[src/rtl/core/assert_macros.svh]
// Assertion macros used by the matcher RTL.
`ifndef ASSERT_MACROS_SVH
`define ASSERT_MACROS_SVH
`ifndef ASSERT_OFF
`define ASSERT_IMP(label, clk, rst_n, ante, cons) \
  label: assert property (@(posedge clk) disable iff (!rst_n) (ante) |-> (cons)) \
    else $error("assertion failed");
`define ASSERT_NXT(label, clk, rst_n, ante, cons) \
  label: assert property (@(posedge clk) disable iff (!rst_n) (ante) |=> (cons)) \
    else $error("assertion failed");
`else
`define ASSERT_IMP(label, clk, rst_n, ante, cons)
`define ASSERT_NXT(label, clk, rst_n, ante, cons)
`endif
`endif

[src/rtl/core/bgm_pkg.sv]
// Package for the boolean glob matcher: codes, character constants and helper functions.
`timescale 1ns / 1ps
`default_nettype none

package bgm_pkg;

  localparam int unsigned PATTERN_MAX_DEF = 32;

  localparam logic [7:0] CH_NUL   = 8'h00;
  localparam logic [7:0] CH_AND   = 8'h26;
  localparam logic [7:0] CH_OR    = 8'h7C;
  localparam logic [7:0] CH_BANG  = 8'h21;
  localparam logic [7:0] CH_TILDE = 8'h7E;
  localparam logic [7:0] CH_XOR   = 8'h5E;
  localparam logic [7:0] CH_STAR  = 8'h2A;
  localparam logic [7:0] CH_QMARK = 8'h3F;
  localparam logic [7:0] CH_HASH  = 8'h23;
  localparam logic [7:0] CH_UPPER_A = 8'h41;
  localparam logic [7:0] CH_UPPER_Z = 8'h5A;
  localparam logic [7:0] CH_DIGIT_0 = 8'h30;
  localparam logic [7:0] CH_DIGIT_9 = 8'h39;
  localparam logic [7:0] CASE_BIT = 8'h20;

  typedef enum logic [1:0] {
    KIND_APPEND = 2'd0,
    KIND_TEXT   = 2'd1,
    KIND_END    = 2'd2,
    KIND_CLEAR  = 2'd3
  } kind_t;

  typedef enum logic [1:0] {
    FOLD_FIRST,
    FOLD_AND,
    FOLD_XOR,
    FOLD_OR
  } fold_t;

  // one-bit map, bit k holds f(k)
  typedef logic [1:0] bitfn_t;

  localparam bitfn_t FN_ID    = 2'b10;
  localparam bitfn_t FN_ZERO  = 2'b00;
  localparam bitfn_t FN_ONE   = 2'b11;
  localparam bitfn_t FN_INV   = 2'b01;

  function automatic logic is_op(input logic [7:0] c);
    return (c == CH_AND) || (c == CH_OR) || (c == CH_BANG) ||
           (c == CH_TILDE) || (c == CH_XOR);
  endfunction

  function automatic logic [7:0] fold_case(input logic [7:0] c);
    return ((c >= CH_UPPER_A) && (c <= CH_UPPER_Z)) ? (c | CASE_BIT) : c;
  endfunction

  function automatic logic is_digit(input logic [7:0] c);
    return (c >= CH_DIGIT_0) && (c <= CH_DIGIT_9);
  endfunction

  function automatic fold_t op_fold(input logic [7:0] c);
    fold_t k;
    case (c)
      CH_AND:  k = FOLD_AND;
      CH_XOR:  k = FOLD_XOR;
      default: k = FOLD_OR;
    endcase
    return k;
  endfunction

  function automatic bitfn_t term_fn(input fold_t k, input logic t);
    bitfn_t f;
    unique case (k)
      FOLD_FIRST: f = t ? FN_ONE : FN_ZERO;
      FOLD_AND:   f = t ? FN_ID  : FN_ZERO;
      FOLD_XOR:   f = t ? FN_INV : FN_ID;
      FOLD_OR:    f = t ? FN_ONE : FN_ID;
      default:    f = FN_ID;
    endcase
    return f;
  endfunction

  // apply f first, then g
  function automatic bitfn_t compose(input bitfn_t f, input bitfn_t g);
    return {g[f[1]], g[f[0]]};
  endfunction

endpackage

`default_nettype wire

[src/rtl/core/boolean_glob_matcher_unit.sv]
// Boolean glob matcher: pattern store, bit-parallel NFA and term fold.
//
//  channel | ports                                  | dir | moves
//  in      | in_valid in_ready in_kind in_symbol    | in  | pattern, text, end, clear
//  out     | out_valid out_ready out_matched        | out | one result per end item
//          | out_pattern_overflow                   |     |
//
// One item per cycle unless the input is stalled; an item is taken into the input register
// and applied to the NFA state as it leaves it, one star closure add per text character.
// An end item's result is registered into the output register as it leaves the input register.
// Synchronous reset leaves an empty pattern and no pending result.
// Only an end item waiting for a full result register stalls the input.
`timescale 1ns / 1ps
`default_nettype none
`include "assert_macros.svh"

module boolean_glob_matcher_unit #(
  parameter int unsigned PATTERN_MAX = bgm_pkg::PATTERN_MAX_DEF
) (
  input  logic       clk,
  input  logic       rst_n,
  input  logic       in_valid,
  output logic       in_ready,
  input  logic [1:0] in_kind,
  input  logic [7:0] in_symbol,
  output logic       out_valid,
  input  logic       out_ready,
  output logic       out_matched,
  output logic       out_pattern_overflow
);
  import bgm_pkg::*;

  localparam int unsigned NPOS  = PATTERN_MAX + 1;
  localparam int unsigned LVL   = $clog2(NPOS);
  localparam int unsigned TSIZE = 1 << LVL;

  logic                   s1_valid_r;
  kind_t                  s1_kind_r;
  logic [7:0]             s1_sym_r;

  logic [7:0]             pchar_r [PATTERN_MAX];
  fold_t                  endk_r  [PATTERN_MAX];
  logic [PATTERN_MAX-1:0] star_r;
  logic [PATTERN_MAX-1:0] op_r;
  logic [PATTERN_MAX-1:0] qm_r;
  logic [PATTERN_MAX-1:0] hash_r;

  logic [PATTERN_MAX-1:0] valid_r;
  fold_t                  last_r;
  logic                   ovf_r;
  logic [NPOS-1:0]        start_r;
  logic [NPOS-1:0]        act_r;

  logic                   out_valid_r;
  logic                   out_matched_r;
  logic                   out_ovf_r;

  logic                   s1_go;
  logic                   sym_nz;
  logic                   full;
  logic                   do_write;
  logic [NPOS-1:0]        upto_len;
  logic [NPOS-1:0]        len_oh;
  logic                   start_at_len;
  logic                   new_bit;
  logic [NPOS-1:0]        start_app;
  logic [7:0]             tfold;
  logic                   tdigit;
  logic [PATTERN_MAX-1:0] hit;
  logic [PATTERN_MAX-1:0] stay;
  logic [NPOS-1:0]        raw;
  logic [NPOS-1:0]        prop;
  logic [NPOS-1:0]        gen;
  logic [NPOS-1:0]        sum;
  logic [NPOS-1:0]        closed;
  bitfn_t                 leaf [TSIZE];
  bitfn_t                 node [2*TSIZE];
  logic                   eval_match;

  // handshake
  assign s1_go    = s1_valid_r &&
                    ((s1_kind_r != KIND_END) || !out_valid_r || out_ready);
  assign in_ready = !s1_valid_r || s1_go;

  // pattern append
  assign sym_nz       = (s1_sym_r != CH_NUL);
  assign full         = valid_r[PATTERN_MAX-1];
  assign do_write     = s1_go && (s1_kind_r == KIND_APPEND) && sym_nz && !full;
  assign upto_len     = {valid_r, 1'b1};
  assign len_oh       = upto_len & ~{1'b0, valid_r};
  assign start_at_len = |(start_r & len_oh);
  assign new_bit      = is_op(s1_sym_r) || ((s1_sym_r == CH_STAR) && start_at_len);
  assign start_app    = start_r | ({len_oh[NPOS-2:0], 1'b0} & {NPOS{new_bit}});

  // NFA step
  assign tfold  = fold_case(s1_sym_r);
  assign tdigit = is_digit(s1_sym_r);

  always_comb begin
    for (int i = 0; i < PATTERN_MAX; i++) begin
      stay[i] = act_r[i] && valid_r[i] && star_r[i];
      hit[i]  = act_r[i] && valid_r[i] && !op_r[i] && !star_r[i] &&
                (qm_r[i] || (hash_r[i] && tdigit) ||
                 (!qm_r[i] && !hash_r[i] && (pchar_r[i] == tfold)));
    end
  end

  // star closure as a carry chain: stars propagate, active stars generate
  assign raw    = {hit, 1'b0} | {1'b0, stay};
  assign prop   = {1'b0, star_r & valid_r};
  assign gen    = raw & prop;
  assign sum    = prop + gen;
  assign closed = raw | (sum ^ prop ^ gen);

  // term fold as a tree of one-bit maps
  for (genvar i = 0; i < TSIZE; i++) begin : g_leaf
    if (i < PATTERN_MAX) begin : g_pat
      assign leaf[i] = len_oh[i] ? term_fn(last_r, act_r[i]) :
                       ((valid_r[i] && op_r[i]) ? term_fn(endk_r[i], act_r[i]) : FN_ID);
    end else if (i < NPOS) begin : g_tail
      assign leaf[i] = len_oh[i] ? term_fn(last_r, act_r[i]) : FN_ID;
    end else begin : g_pad
      assign leaf[i] = FN_ID;
    end
  end

  always_comb begin
    node[0] = FN_ID;
    for (int i = 0; i < TSIZE; i++) begin
      node[TSIZE+i] = leaf[i];
    end
    for (int n = TSIZE - 1; n >= 1; n--) begin
      node[n] = compose(node[2*n], node[2*n+1]);
    end
  end

  assign eval_match = node[1][0];

  // control state
  always_ff @(posedge clk) begin
    if (!rst_n) begin
      s1_valid_r  <= 1'b0;
      valid_r     <= '0;
      last_r      <= FOLD_FIRST;
      ovf_r       <= 1'b0;
      start_r     <= NPOS'(1);
      act_r       <= NPOS'(1);
      out_valid_r <= 1'b0;
    end else begin
      if (in_ready) begin
        s1_valid_r <= in_valid;
      end
      if (s1_go && (s1_kind_r == KIND_END)) begin
        out_valid_r <= 1'b1;
      end else if (out_valid_r && out_ready) begin
        out_valid_r <= 1'b0;
      end
      if (s1_go) begin
        unique case (s1_kind_r)
          KIND_APPEND: begin
            if (sym_nz) begin
              if (full) begin
                ovf_r <= 1'b1;
                act_r <= start_r;
              end else begin
                valid_r <= {valid_r[PATTERN_MAX-2:0], 1'b1};
                start_r <= start_app;
                act_r   <= start_app;
                if (is_op(s1_sym_r)) begin
                  last_r <= op_fold(s1_sym_r);
                end
              end
            end
          end
          KIND_TEXT: begin
            if (sym_nz) begin
              act_r <= closed;
            end
          end
          KIND_END: begin
            act_r <= start_r;
          end
          KIND_CLEAR: begin
            valid_r <= '0;
            ovf_r   <= 1'b0;
            last_r  <= FOLD_FIRST;
            start_r <= NPOS'(1);
            act_r   <= NPOS'(1);
          end
          default: begin
            act_r <= start_r;
          end
        endcase
      end
    end
  end

  // payload
  always_ff @(posedge clk) begin
    if (in_valid && in_ready) begin
      s1_kind_r <= kind_t'(in_kind);
      s1_sym_r  <= in_symbol;
    end
    if (s1_go && (s1_kind_r == KIND_END)) begin
      out_matched_r <= eval_match;
      out_ovf_r     <= ovf_r;
    end
    for (int i = 0; i < PATTERN_MAX; i++) begin
      if (do_write && len_oh[i]) begin
        pchar_r[i] <= fold_case(s1_sym_r);
        endk_r[i]  <= last_r;
        star_r[i]  <= (s1_sym_r == CH_STAR);
        op_r[i]    <= is_op(s1_sym_r);
        qm_r[i]    <= (s1_sym_r == CH_QMARK);
        hash_r[i]  <= (s1_sym_r == CH_HASH);
      end
    end
  end

  assign out_valid            = out_valid_r;
  assign out_matched          = out_matched_r;
  assign out_pattern_overflow = out_ovf_r;

  `ASSERT_IMP(a_len_thermo, clk, rst_n, 1'b1, (valid_r & (valid_r + 1'b1)) == '0)
  `ASSERT_IMP(a_act_in_range, clk, rst_n, 1'b1, (act_r & ~upto_len) == '0)
  `ASSERT_IMP(a_start_in_range, clk, rst_n, 1'b1, start_r[0] && ((start_r & ~upto_len) == '0))
  `ASSERT_NXT(a_out_from_end, clk, rst_n, !out_valid_r && !(s1_go && (s1_kind_r == KIND_END)), !out_valid_r)

endmodule

`default_nettype wire

[config.mk]
export PLATFORM = sky130hd
export DESIGN_NAME = boolean_glob_matcher_unit
export DESIGN_NICKNAME = d
export VERILOG_FILES = /design/src/rtl/core/bgm_pkg.sv /design/src/rtl/core/boolean_glob_matcher_unit.sv
export VERILOG_INCLUDE_DIRS = /design/src /design/src/rtl/core
export SDC_FILE = /design/constraint.sdc
export NUM_CORES = 1
export LEC_CHECK = 0
export BUFFER_PORTS_ARGS = -buffer_cell sky130_fd_sc_hd__buf_2
export CAP_MARGIN = 20
export CORE_AREA = 2 2 234 293
export DETAILED_ROUTE_END_ITERATION = 8
export DIE_AREA = 0 0 236 295
export PLACE_DENSITY_LB_ADDON = 0.08
export SLEW_MARGIN = 20
export SYNTH_ARGS = -nofsm -noshare
export SYNTH_HDL_FRONTEND = slang
export SYNTH_SLANG_ARGS = --single-unit
export TNS_END_PERCENT = 20
[constraint.sdc]
create_clock -name clk -period 7.79 [get_ports clk]
set_clock_uncertainty 0.2 [all_clocks]
set_input_delay 0.779 -clock clk [delete_from_list [all_inputs] [get_ports clk]]
set_output_delay 0.779 -clock clk [all_outputs]
set_load 0.005 [all_outputs]
# --- Word level (Yosys, flattened, before mapping) ---
# Memory sizes are Yosys's and may differ from the RTL's.
# Cells that the tools add are included.
totals:
  regBits: 243
  ram_bits: 320
  input_bits: 14
  out_inout_bits: 4
  memories: 2
memory_table:
  columns: ["memory", "depth", "word_bits", "read_ports", "rd_clocked_by_memory_dff", "write_ports", "line", "source"]
  rows:
  - ["pchar_r", 32, 8, 32, 0, 16, "boolean_glob_matcher_unit.sv:41", "logic [7:0] pchar_r [PATTERN_MAX];"]
  - ["endk_r", 32, 2, 32, 0, 16, "boolean_glob_matcher_unit.sv:42", "fold_t endk_r [PATTERN_MAX];"]
classes:
  addsub: 1
  magnitude_cmp: 72
  n_eq_ne: 148
  mux: 576
  bitwise: 11
  reduce_logical: 608
op_table:
  columns: ["operator", "count"]
  rows:
  - ["2-bit one-hot mux with 4 select lines", 63]
  - ["2-bit 2-to-1 mux", 178]
  - ["1-bit logical AND", 330]
  - ["1-bit 2-to-1 mux", 273]
  - ["8-bit == test", 32]
  - ["5-bit 2-to-1 mux", 32]
  - ["2-bit == test (second input constant)", 68]
  - ["1-bit by 2-bit < comparator with 1-bit output (second input constant)", 68]
  - ["33-bit one-hot mux with 4 select lines", 1]
  - ["1-bit zero test", 131]
  - ["8-bit 2-to-1 mux", 16]
  - ["8-bit OR reduction", 16]
  - ["33-bit AND", 3]
  - ["33-bit 2-to-1 mux", 3]
  - ["1-bit logical OR", 72]
  - ["2-bit by 1-bit == test with 1-bit output (second input constant)", 34]
  - ["2-bit zero test", 34]
  - ["33-bit OR", 2]
  - ["33-bit one-hot mux with 2 select lines", 1]
  - ["32-bit 2-to-1 mux", 2]
  - ["32-bit one-hot mux with 2 select lines", 1]
  - ["8-bit by 6-bit == test with 1-bit output (second input constant)", 5]
  - ["32-bit by 33-bit adder with 33-bit output", 1]
  - ["33-bit by 32-bit AND with 33-bit output", 1]
  - ["other kinds (23)", 49]

# --- Depth between registers and ports, before layout ---
# Gate-level depths: netlist of run 1.
# An unclocked memory read counts as a cell.
depth:
  word_depth: 17
  ltp_mapped: 18
  mapped_depth_nobuf: 16

# --- Worst setup path before layout of run 1 ---
# OpenSTA, ideal clock, no wires.
synth_timing:
  kind: "reg2reg"
  start: "register s1_sym_r[3]"
  end: "register act_r[25]"
  t_arrival_ns: 5.690
  path_slack_ns: 1.830
  stages_incl_launch_ff: 14
  path_buffers: 5
  period_less_slack_ns: 5.960
  path_cell_list: "edfxtp_1 -> buf_2 -> buf_1 -> clkbuf_1 -> buf_2 -> nand2b_1 -> nor4_1 -> a21oi_1 -> nor3_1 -> clkbuf_1 -> a21oi_1 -> o21ai_0 -> a21oi_1 -> a21oi_1"
synth_via:
  elab_chain_cells: 15
synth_rtl:
  columns: ["item", "line", "source"]
  rows:
  - ["from (decl)", "boolean_glob_matcher_unit.sv:39", "logic [7:0] s1_sym_r;"]
  - ["from (signal assigned)", "boolean_glob_matcher_unit.sv:202", "s1_sym_r <= in_symbol;"]
  - ["8-bit by 7-bit >= comparator with 1-bit output / 8-bit by 7-bit <= comparator with 1-bit output (equally long branches)", "bgm_pkg.sv:52", "return ((c >= CH_UPPER_A) && (c <= CH_UPPER_Z)) ? (c | CASE_BIT) : c;"]
  - ["1-bit logical AND", "bgm_pkg.sv:52", null]
  - ["6-bit 2-to-1 mux", "bgm_pkg.sv:52", null]
  - ["8-bit == test", "boolean_glob_matcher_unit.sv:104", "(!qm_r[i] && !hash_r[i] && (pchar_r[i] == tfold)));"]
  - ["1-bit logical AND", "boolean_glob_matcher_unit.sv:104", null]
  - ["1-bit logical OR", "boolean_glob_matcher_unit.sv:103", "(qm_r[i] || (hash_r[i] && tdigit) ||"]
  - ["1-bit logical AND", "boolean_glob_matcher_unit.sv:102", "hit[i] = act_r[i] && valid_r[i] && !op_r[i] && !star_r[i] &&"]
  - ["33-bit by 32-bit OR with 33-bit output", "boolean_glob_matcher_unit.sv:109", "assign raw = {hit, 1'b0} | {1'b0, stay};"]
  - ["33-bit by 32-bit AND with 33-bit output", "boolean_glob_matcher_unit.sv:111", "assign gen = raw & prop;"]
  - ["32-bit by 33-bit adder with 33-bit output", "boolean_glob_matcher_unit.sv:112", "assign sum = prop + gen;"]
  - ["33-bit by 32-bit XOR with 33-bit output", "boolean_glob_matcher_unit.sv:113", "assign closed = raw | (sum ^ prop ^ gen);"]
  - ["33-bit XOR", "boolean_glob_matcher_unit.sv:113", null]
  - ["33-bit OR", "boolean_glob_matcher_unit.sv:113", null]
  - ["33-bit 2-to-1 mux", "boolean_glob_matcher_unit.sv:176", "if (sym_nz) begin"]
  - ["33-bit one-hot mux with 4 select lines", "boolean_glob_matcher_unit.sv:159", "unique case (s1_kind_r)"]
  - ["to (signal assigned)", "boolean_glob_matcher_unit.sv:164", "act_r <= start_r;"]
  - ["to (signal assigned)", "boolean_glob_matcher_unit.sv:177", "act_r <= closed;"]
  - ["to (signal assigned)", "boolean_glob_matcher_unit.sv:181", "act_r <= start_r;"]
  - ["to (decl)", "boolean_glob_matcher_unit.sv:52", "logic [NPOS-1:0] act_r;"]
# Several ways; a longest one is shown, not always the timed one. The select of a mux whose other input is x is not followed.
# A chain may end at the register's enable or synchronous reset.

# --- Final worst setup path of run 1 ---
layout_timing:
  start: "register s1_sym_r[1]"
  end: "register act_r[31]"
# Same word-level chain as after synthesis.

==> impl_results.md, run 1 <==
- Final WL: 77,500 um
- PostCTS Resize Cnt: 0
- M3 GR Usage: 2.60%
- Num CTS Buffers: 58
- RSZ-0062 raised after global routing: false
- Chip height: 295 um
- Inserted Diodes: 0
- Power consumption: 6.53 mW
- Cell Area, Placed: 0.0276 mm^2
- IO Pins: 18
- Slew @ Worst Pin: 1.08 ns
- Synth Area in Adders: 0.0472%
- Iteration-0 DRC Markers: 1,379
- CP required: 8.15 ns
- Compound-gate portion of the synthesized area: 14.6%
- Post-Synth XOR/XNOR Area: 7.96%
- Clk buf depth: 3
- Top cell family by delay on the critical path: compound AO/OA/AOI/OAI gates
- Worst Hold Path Cells: 1
- Ys Warns: 0
- Sw Ratio: 21.9%
- TritonCTS Sinks: 563
- Filler cells: 6,125
- Initial Util: 39.7%
- Sequential cell area fraction in the yosys report: 59.9%
- Clk_lat worst skew: 0.62 ns
- Hold Fails Final Rpt: 0
- Vias: 18,100
- Max Cap Viol: 0
- Worst R2R Path Depth: 17
- H-tree levels: 2
- Syn nets: 2,231
- CTS tree: done
- Hpwl dp: 49,800 um
- Mux share of post-synthesis cell area: 1.69%
- Final ANT Viol Nets: 0
- Share of cells above drive strength 1: 9.87%
- Final setup viols: 0
- Mapped Cells: 2,216
- Cell repeated most along the worst path: o221a_1
- Min-delay worst type: in -> reg
- Max-slew headroom: 27.7%
- Die span in x: 236 um
- Number of flops mapped to enable cells by yosys: 460
- P_sw: 1.43 mW
- FF-to-FF Start: s1_sym_r[1]$_DFFE_PP_
- Final hold slack: 0.138 ns
- Part of the power in combinational logic: 4.4%
- Largest family of logic cells by synthesized area: compound AO/OA/AOI/OAI gates
- Reg2reg end: act_r[31]$_SDFFE_PN0P_
- Total track usage: 22.1%
- Final worst setup slack: 2.11 ns
- CP Cell Sequence: buf_12 -> a21oi_1 -> o221a_1 -> buf_4 -> nor2_8 -> inv_2 -> xnor2_1 -> a41oi_1 -> nand3_1 -> a2111oi_2 -> o211ai_1 -> o41ai_2 -> o21ai_2 -> o31ai_4 -> a21boi_2 -> nor3b_2 -> o221a_1
- Int Pwr: 5.10 mW
- Drc violations: 0
- Top Usage Layer GRT: met2
- Crit-path max FO: 71
- Area delta synth->final: 11.7%
- VDD IR max: 0.189 mV
- Worst Min Path Start: in_kind[1]
- Post-synth cell types: 89
- Synthesis-stage register bit count: 563
- Async S/R FF share, synth: 0%
- Pre-CTS setup slack: 2.10 ns
- Vias/cell: 5.80
- Largest net degree at the start of global routing: 74
- Run status: completed
- Clock root buffer: clkbuf_16
- GR met2 Demand/Resource: 40.3%
- Post-layout min period: 5.68 ns
- Core box area: 0.0667 mm^2
- Mean Syn Cell Area: 12.0 um^2
- # hold bufs at CTS: 0
- RD Place Congestion: 0.874
- Critical Path Max Stage Delay: 0.61 ns
- Post-CTS Setup Inserts: 0
- Simple-Gate Fraction of Synth Area: 13.5%
- Fin area: 0.0296 mm^2
- Core Rows: 106
- Worst Path Arrival: 6.05 ns
- Crit path kind: reg -> reg
- Reg clk slew, reported paths: 0.07 ns
- Flop-to-flop setup slack: 2.11 ns
- Final Max Tran Viols: 0
- FMAX: 0.176 GHz
- Pwr Density: 220 mW/mm^2
- CP Buf/Inv Count: 3
- Initial antenna violation count: 1
- Global route total overflow: 0
- Share of the synthesized area in the top cell type: 52.1%
- TritonRoute pass-1 iters: 5
- # port buffers: 17
- Layout Nets: 2,227
- Leak Pwr: 9.41 nW
- Wirelength per Cell: 24.8 um
- Worst Setup End Kind: register
- Crit path launch type: register
- Worst Hold Endpoint: s1_kind_r[1]$_DFFE_PP_
- Setup TNS: 0 ns
- Main synth FF type: edfxtp_1
- CP max stage cell: o41ai_2
- Final Cycle Share: 72.9%
- Yosys top cell by area: edfxtp_1
- Sequential fraction of design power: 50.3%
- Number of global-route vias before repair: 18,200
- First-pass GRT wire length: 116,000 um
- Mapped cell area: 0.0265 mm^2
- Top cells by area, synth: edfxtp_1, dfxtp_1, xor2_1
- Die ar.: 0.0696 mm^2
- GRT met1 Usage: 26.3%
- Clock Power Share: 45.3%
[kinds of logic (layout without fill, tap and decap cells)]
kind of cell	Yosys count	in the layout
DFF	563	563
buffers and inverters	149	192
muxes	44	44
and+or+nand+nor	666	666
AOI/OAI and AO/OA	552	552
xor gates and xnor gates	241	241
adders and majority gates	1	1
[final cells by class]
class	count	area (um^2)	area share [%]
inverters	19	71.3	0.241
repair buffers	66	490	1.66
multi-input cells	1504	10100	34.0
well taps	864	1080	3.65
flip-flops and latches	563	15900	53.6
clock buffers	67	1560	5.27
clock inverters	40	455	1.54
[state kept, by name, summed over array words and instances (netlist names), 32 cells and up]
signal	count
star_r	32
pchar_r	256
valid_r	32
act_r	33
op_r	32
start_r	33
endk_r	64
qm_r	32
hash_r	32
[cells in the mapped netlist (29+ instances only)]
| library cell | instances |
|---|---|
| a21oi_1 | 127 |
| a22oi_1 | 44 |
| a32oi_1 | 37 |
| and3_1 | 38 |
| clkbuf_1 | 95 |
| dfxtp_1 | 103 |
| edfxtp_1 | 460 |
| mux2i_1 | 38 |
| nand2_1 | 113 |
| nand2b_1 | 39 |
| nand3_1 | 55 |
| nand3b_1 | 29 |
| nor2_1 | 127 |
| nor2b_1 | 94 |
| nor3_1 | 47 |
| nor4_1 | 39 |
| o21ai_0 | 124 |
| xnor2_1 | 77 |
| xor2_1 | 164 |
[power by group through the flow]
stage / clock [mW] / combinational [mW] / sequential (mW)
global route: 3.12 / 0.314 / 3.29
floorplan: 0 / 0.180 / 3.34
CTS: 3.02 / 0.294 / 3.28
global placement: 0 / 0.290 / 3.35
finish: 2.95 / 0.289 / 3.28
detailed placement: 0 / 0.294 / 3.35
[cells in the final DEF, fill, tap and decap left out, types with 37 or more instances in the layout]
cell type and instances:
a21oi_1 126, edfxtp_1 460, a32oi_1 37, and3_1 37, nor3_1 46, nor4_1 38, o21ai_0 123, nor2b_1 93
clkbuf_16 61, dfxtp_1 101, xor2_1 164, mux2i_1 38, buf_4 46, nand2b_1 39, nor2_1 124, a22oi_1 44
nand3_1 55, nand2_1 112, xnor2_1 77
[layer usage]
metal	share of wire (%)	vias up
met3	3.9	149
li1	-	8396
met4	4.2	0
met2	51	460
met1	41	9110
met5	0	-
[worst max path at each step]
stage	start	end	cells after the start	slack (ns)
floorplan	s1_sym_r[3]$_DFFE_PP_	act_r[25]$_SDFFE_PN0P_	13	1.83
global placement	s1_sym_r[7]$_DFFE_PP_	act_r[30]$_SDFFE_PN0P_	16	2.16
detailed placement	s1_sym_r[7]$_DFFE_PP_	act_r[30]$_SDFFE_PN0P_	16	2.10
CTS	s1_sym_r[7]$_DFFE_PP_	act_r[30]$_SDFFE_PN0P_	16	2.08
global route	s1_sym_r[1]$_DFFE_PP_	act_r[31]$_SDFFE_PN0P_	17	1.69
finish	s1_sym_r[1]$_DFFE_PP_	act_r[31]$_SDFFE_PN0P_	17	2.11
[through the flow]
step / util [%] / instances
after global placement: 41.3 / 3016
final: 44.4 / 3123
after floorplan: - / 2216
after CTS: 44.4 / 3123
after detailed placement: 41.4 / 3016
after global routing: 44.4 / 3123
[worst register-to-register path, stage by stage, from the launching register on]
cell and delay (ns):
edfxtp_1 0.44, buf_12 0.28, a21oi_1 0.25, o221a_1 0.53, buf_4 0.35, nor2_8 0.11
inv_2 0.55, xnor2_1 0.15, a41oi_1 0.43, nand3_1 0.15, a2111oi_2 0.42, o211ai_1 0.19
o41ai_2 0.61, o21ai_2 0.17, o31ai_4 0.30, a21boi_2 0.13, nor3b_2 0.19, o221a_1 0.18
Note: power is estimated with default switching activity, not from simulation.
==> run 2: changes to the inputs <==
--- a/config.mk
+++ b/config.mk
@@ -6,11 +6,12 @@
 export SDC_FILE = /design/constraint.sdc
 export NUM_CORES = 1
 export LEC_CHECK = 0
+export ABC_AREA = 1
 export BUFFER_PORTS_ARGS = -buffer_cell sky130_fd_sc_hd__buf_2
 export CAP_MARGIN = 20
-export CORE_AREA = 2 2 234 293
+export CORE_AREA = 2 2 245 307
 export DETAILED_ROUTE_END_ITERATION = 8
-export DIE_AREA = 0 0 236 295
+export DIE_AREA = 0 0 247 309
 export PLACE_DENSITY_LB_ADDON = 0.08
 export SLEW_MARGIN = 20
 export SYNTH_ARGS = -nofsm -noshare
==> constraint.sdc (replaced) <==
create_clock -name clk -period 5.42 [get_ports clk]
set_clock_uncertainty 0.2 [all_clocks]
set_input_delay 0.542 -clock clk [delete_from_list [all_inputs] [get_ports clk]]
set_output_delay 0.542 -clock clk [all_outputs]
set_load 0.005 [all_outputs]
==> impl_results.md, run 2 <==
- Mapped cell area: 0.0290 mm^2 (+9.6%)
- M3 GR Usage: 2.99% (+0.40 points)
- Async S/R FF share, synth: 0% (unchanged)
- GR met2 Demand/Resource: 41.9% (+1.6 points)
- Run status: completed
- Num CTS Buffers: 60 (+3.4%)
- Final WL: 94,300 um (+22%)
- Final ANT Viol Nets: 0 (unchanged)
- Initial antenna violation count: 3 (+2)
- Clock root buffer: clkbuf_16
- Die span in x: 247 um (+4.7%)
- Max Cap Viol: 0 (unchanged)
- Most frequent cell after synthesis: nand2_1
- Total track usage: 24.8% (+2.7 points)
- Global route total overflow: 0 (unchanged)
- Sequential cell area fraction in the yosys report: 54.7% (-5.2 points)
- Min-delay worst type: reg -> reg
- Drc violations: 0 (unchanged)
- Core Rows: 111 (+4.7%)
- Crit path launch type: register
- Crit-path max FO: 23 (-68%)
- Reg clk slew, reported paths: 0.06 ns (about the same)
- RD Place Congestion: 0.965 (+10%)
- Top cells by area, synth: edfxtp_1, nand2_1, dfxtp_1
- Mean Syn Cell Area: 8.31 um^2 (-31%)
- CP required: 5.79 ns (-2.36 ns)
- Wirelength per Cell: 20.7 um (-16%)
- Worst Path Arrival: 4.83 ns (-1.22 ns)
- Cell Area, Placed: 0.0304 mm^2 (+10%)
- Leak Pwr: 12.9 nW (+37%)
- Commonest non-fill, non-tap cells in the layout: nand2_1, inv_1, edfxtp_1, nor2_1, o21ai_0
- Final hold slack: 0.244 ns (+0.106 ns)
- Top Usage Layer GRT: met2
- Inserted Diodes: 0 (unchanged)
- Initial Util: 39.7% (-0.056 points)
- First-pass GRT wire length: 142,000 um (+22%)
- Hold Fails Final Rpt: 0 (unchanged)
- Number of global-route vias before repair: 22,900 (+25%)
- Post-CTS Setup Inserts: 0 (unchanged)
- Final setup viols: 0 (unchanged)
- Chip height: 309 um (+4.7%)
- Yosys top cell by area: edfxtp_1
- Layout Nets: 3,558 (+60%)
- Synthesis-stage register bit count: 563 (unchanged)
- Mapped Cells: 3,496 (+58%)
- Crit path kind: reg -> reg
- Final Cycle Share: 82.4% (+9.5 points)
- Area delta synth->final: 11.3%
- FMAX: 0.224 GHz (+27%)
- Share of the synthesized area in the top cell type: 47.6% (-4.5 points)
- Largest net degree at the start of global routing: 56 (-24%)
- Clk buf depth: 3 (unchanged)
- Post-synth cell types: 51 (-43%)
- IO Pins: 18 (unchanged)
- Pwr Density: 280 mW/mm^2 (+27%)
- RSZ-0062 raised after global routing: false
- Share of cells above drive strength 1: 7.35% (-2.5 points)
- Worst Setup End Kind: register
- TritonRoute pass-1 iters: 6 (+1)
- Core box area: 0.0732 mm^2 (+9.7%)
- Iteration-0 DRC Markers: 2,048 (+49%)
- TritonCTS Sinks: 563 (unchanged)
- Slew @ Worst Pin: 1.16 ns (+0.0794 ns)
- Commonest non-fill, non-tap cell in the layout: nand2_1
- CTS tree: done
- Setup TNS: 0 ns (unchanged)
- GRT met1 Usage: 32.7% (+6.4 points)
- Number of flip-flops in the largest register: 256 (unchanged)
- PostCTS Resize Cnt: 0 (unchanged)
- Clk_lat worst skew: 0.65 ns (+0.03 ns)
- Fin area: 0.0323 mm^2 (+9.2%)
- Syn nets: 3,511 (+57%)
- Die ar.: 0.0763 mm^2 (+9.6%)
- Hpwl dp: 65,000 um (+31%)
- Final Max Tran Viols: 0 (unchanged)
- Vias: 23,700 (+31%)
- Most frequent cells after synthesis: nand2_1, inv_1, edfxtp_1
- H-tree levels: 2 (unchanged)
- Main synth FF type: edfxtp_1
- # port buffers: 17 (unchanged)
- Max-slew headroom: 22.3% (-5.4 points)
- VDD IR max: 0.245 mV (+29%)
- Biggest regs: pchar_r (256), endk_r (64)
- Vias/cell: 5.21 (-10%)
- Ys Warns: 0 (unchanged)
- Post-layout min period: 4.47 ns (-1.21 ns)
- Biggest register: pchar_r
- Number of flops mapped to enable cells by yosys: 460 (unchanged)
-- run 2: cell families after synthesis --
group	after synthesis	synth area share, %
xor+xnor	45	1.36
mux	27	0.948
flops	563	54.7
compound gates	575	10.6
simple gates	1659	23.7
fa+ha+maj	1	0.0431
buf+inv	626	8.65
-- run 2: power breakdown --
| part | internal, mW | total, mW | switching [mW] |
|---|---|---|---|
| registers | 4.68 | 4.72 | 0.0375 |
| logic | 0.104 | 0.446 | 0.343 |
| clock network | 2.13 | 3.88 | 1.75 |
-- run 2: area by class of cell --
cell class | count | area [um^2]
clock buffer | 80 | 1620
clock inverter | 30 | 175
fill | 7204 | 40900
inverter | 504 | 1890
multi-input combinational | 2307 | 10700
sequential | 563 | 15900
tap | 960 | 1200
timing repair buffer | 107 | 816
-- run 2: final timing paths --
| kind | start | endpoint | slack [ns] | cells past startpoint |
|---|---|---|---|---|
| worst max-delay path | s1_sym_r[0]$_DFFE_PP_ | act_r[23]$_SDFFE_PN0P_ | 0.95 | 20 |
| worst max register to register | s1_sym_r[0]$_DFFE_PP_ | act_r[23]$_SDFFE_PN0P_ | 0.95 | 20 |
| worst min-delay path | ovf_r$_SDFFE_PN0P_ | out_pattern_overflow$_DFFE_PP_ | 0.24 | 0 |
| worst min register to register | ovf_r$_SDFFE_PN0P_ | out_pattern_overflow$_DFFE_PP_ | 0.24 | 0 |
-- run 2: metal layers --
metal / vias up / part of all wire (%)
li1: 11500 / -
met1: 11400 / 44
met2: 646 / 48
met3: 171 / 4.7
met4: 0 / 3.5
met5: - / 0
-- run 2: worst max-delay path, stage by stage, from the launching register on --
cell and delay (ns):
edfxtp_1 0.35, buf_4 0.18, inv_2 0.40, nand4_2 0.65
nand2_4 0.49, nand2_1 0.10, nand3_1 0.08, nand2_1 0.14
nand2_1 0.14, nand3_1 0.16, inv_1 0.10, nand2_1 0.05
nor2_1 0.33, nand2_1 0.11, inv_2 0.06, nand3_1 0.09
nand2_1 0.21, nand2_1 0.12, nand3_1 0.10, nand2_1 0.11
a21oi_1 0.20
-- run 2: metrics by stage --
stage	util [%]	power [mW]	setup WS (ns)	std cells
floorplan	-	5.06	1.32	3496
global placement	41.5	5.25	0.921	4429
detailed placement	41.5	5.25	0.908	4429
CTS	44.2	9.13	0.910	4551
global route	44.2	9.35	0.587	4551
finish	44.2	9.05	0.953	4551
-- run 2: timing repair --
item	in CTS	in global routing
hold endpoints to repair	12	0
setup endpoints to repair	0	0
hold buffers	12	0
==> run 3: changes to the inputs <==
==> constraint.sdc (replaced) <==
create_clock -name clk -period 4.5 [get_ports clk]
set_clock_uncertainty 0.2 [all_clocks]
set_input_delay 0.45 -clock clk [delete_from_list [all_inputs] [get_ports clk]]
set_output_delay 0.45 -clock clk [all_outputs]
set_load 0.005 [all_outputs]
==> impl_results.md, run 3 (synthesized netlist as in run 2, its figures left out) <==
- Run status: completed
- IO Pins: 18 (unchanged)
- Crit path kind: reg -> reg
- Crit-path max FO: 34 (+48%)
- Slew @ Worst Pin: 1.19 ns (+0.0283 ns)
- GRT met1 Usage: 30.7% (-2.1 points)
- Total track usage: 24.2% (-0.66 points)
- Core box area: 0.0732 mm^2 (unchanged)
- Post-CTS Setup Inserts: 0 (unchanged)
- Biggest regs: pchar_r (256), endk_r (64)
- Global route total overflow: 0 (unchanged)
- Die span in x: 247 um (unchanged)
- Share of cells above drive strength 1: 8.24% (+0.88 points)
- Max Cap Viol: 0 (unchanged)
- Biggest register: pchar_r
- Clk_lat worst skew: 0.64 ns (about the same)
- Setup TNS: 0 ns (unchanged)
- Num CTS Buffers: 61 (+1.7%)
- First-pass GRT wire length: 139,000 um (-2.1%)
- Clock root buffer: clkbuf_16
- RSZ-0062 raised after global routing: false
- Hold Fails Final Rpt: 0 (unchanged)
- Number of flip-flops in the largest register: 256 (unchanged)
- Chip height: 309 um (unchanged)
- Pwr Density: 342 mW/mm^2 (+22%)
- Inserted Diodes: 0 (unchanged)
- RD Place Congestion: 0.990 (+2.6%)
- Commonest non-fill, non-tap cells in the layout: nand2_1, inv_1, edfxtp_1, nor2_1, o21ai_0
- Leak Pwr: 13.2 nW (+1.7%)
- Reg clk slew, reported paths: 0.06 ns (about the same)
- Max-slew headroom: 20.5% (-1.8 points)
- Final Max Tran Viols: 0 (unchanged)
- CTS tree: done
- # port buffers: 17 (unchanged)
- Top Usage Layer GRT: met2
- Final Cycle Share: 86.1% (+3.7 points)
- H-tree levels: 2 (unchanged)
- Initial antenna violation count: 3 (unchanged)
- Wirelength per Cell: 20.1 um (-2.8%)
- Layout Nets: 3,584 (+0.73%)
- Final setup viols: 0 (unchanged)
- Core Rows: 111 (unchanged)
- M3 GR Usage: 3.37% (+0.37 points)
- Post-layout min period: 3.87 ns (-0.593 ns)
- VDD IR max: 0.291 mV (+19%)
- Commonest non-fill, non-tap cell in the layout: nand2_1
- Vias/cell: 5.17 (-0.76%)
- Drc violations: 0 (unchanged)
- PostCTS Resize Cnt: 0 (unchanged)
- Final ANT Viol Nets: 0 (unchanged)
- Crit path launch type: register
- Clk buf depth: 3 (unchanged)
- FMAX: 0.258 GHz (+15%)
- TritonRoute pass-1 iters: 6 (unchanged)
- TritonCTS Sinks: 563 (unchanged)
- Min-delay worst type: reg -> reg
- GR met2 Demand/Resource: 42.0% (+0.11 points)
- Initial Util: 39.7% (unchanged)
- Number of global-route vias before repair: 23,100 (+0.86%)
- Worst Setup End Kind: register
- Worst Path Arrival: 4.20 ns (-0.63 ns)
- Pre-CTS setup slack: 0.675 ns (-0.233 ns)
- Final WL: 92,100 um (-2.3%)
- Iteration-0 DRC Markers: 1,889 (-7.8%)
- Area delta synth->final: 12.5%
- Final worst setup slack: 0.625 ns (-0.327 ns)
- Die ar.: 0.0763 mm^2 (unchanged)
- Hpwl dp: 63,200 um (-2.8%)
- Vias: 23,700 (-0.17%)
- Largest net degree at the start of global routing: 52 (-7.1%)
- CP required: 4.83 ns (-0.96 ns)
[run 3: changes by cell type in the layout (fill, tap and decap cells not counted), moves of 4 or more]
cell       previous run  this run
clkbuf_1             17         6
buf_4                76        98
bufinv_16             1         5
clkinv_2              8        16
[run 3: cell type report]
type	count	area, um^2
fill	7054	40500
sequential	563	15900
multi-input combinational	2307	10700
inverter	504	1890
clock buffer	71	1620
tap	960	1200
timing repair buffer	132	1030
clock inverter	41	324
[run 3: worst max-delay path: stages (launching register included)]
cell and delay [ns]:
edfxtp_1 0.66, inv_2 0.47, nand2_1 0.15, o21ai_0 0.09
nor2_1 0.10, nand2_1 0.06, nor2_1 0.27, nand3_1 0.12
nand2_1 0.12, nand2_1 0.08, nand2_1 0.10, nor2_1 0.05
ha_1 0.19, inv_1 0.05, nand2_1 0.08, nand3_1 0.10
nand3_1 0.14, nand2_1 0.09, nand2_1 0.18, nand2_1 0.20
nand3_1 0.09, nand2_1 0.09, a21oi_1 0.06
[run 3: layer usage]
metal / share of wire, % / routed length (um) / vias up
met2: 48 / 44600 / 618
li1: - / - / 11600
met3: 4.9 / 4480 / 162
met4: 3.5 / 3210 / 0
met1: 43 / 39900 / 11300
met5: 0 / 0 / -
[run 3: final timing paths]
path,slack (ns),start,to,cells after the start
max,0.63,s1_sym_r[3]$_DFFE_PP_,act_r[26]$_SDFFE_PN0P_,22
min reg2reg,0.25,ovf_r$_SDFFE_PN0P_,out_pattern_overflow$_DFFE_PP_,0
max reg2reg,0.63,s1_sym_r[3]$_DFFE_PP_,act_r[26]$_SDFFE_PN0P_,22
min,0.25,ovf_r$_SDFFE_PN0P_,out_pattern_overflow$_DFFE_PP_,0
[run 3: stage by stage]
step | std cells | hold slack, ns | power (mW) | area (um^2) | utilization (%)
floorplan | 3496 | 0.208 | 6.10 | 29000 | -
global placement | 4453 | 0.214 | 6.33 | 30600 | 41.8
detailed placement | 4453 | 0.228 | 6.33 | 30600 | 41.8
CTS | 4578 | 0.214 | 11.3 | 32700 | 44.6
global route | 4578 | 0.248 | 11.5 | 32700 | 44.6
finish | 4578 | 0.249 | 11.2 | 32700 | 44.6
[run 3: timing repair]
item,CTS,global route
hold buffers,13,0
setup endpoints to repair,0,0
hold endpoints to repair,12,0
[run 3: where the power goes]
part	internal (mW)	switching (mW)
Combinational	0.134	0.418
Sequential	5.64	0.0379
Clock	2.83	2.12
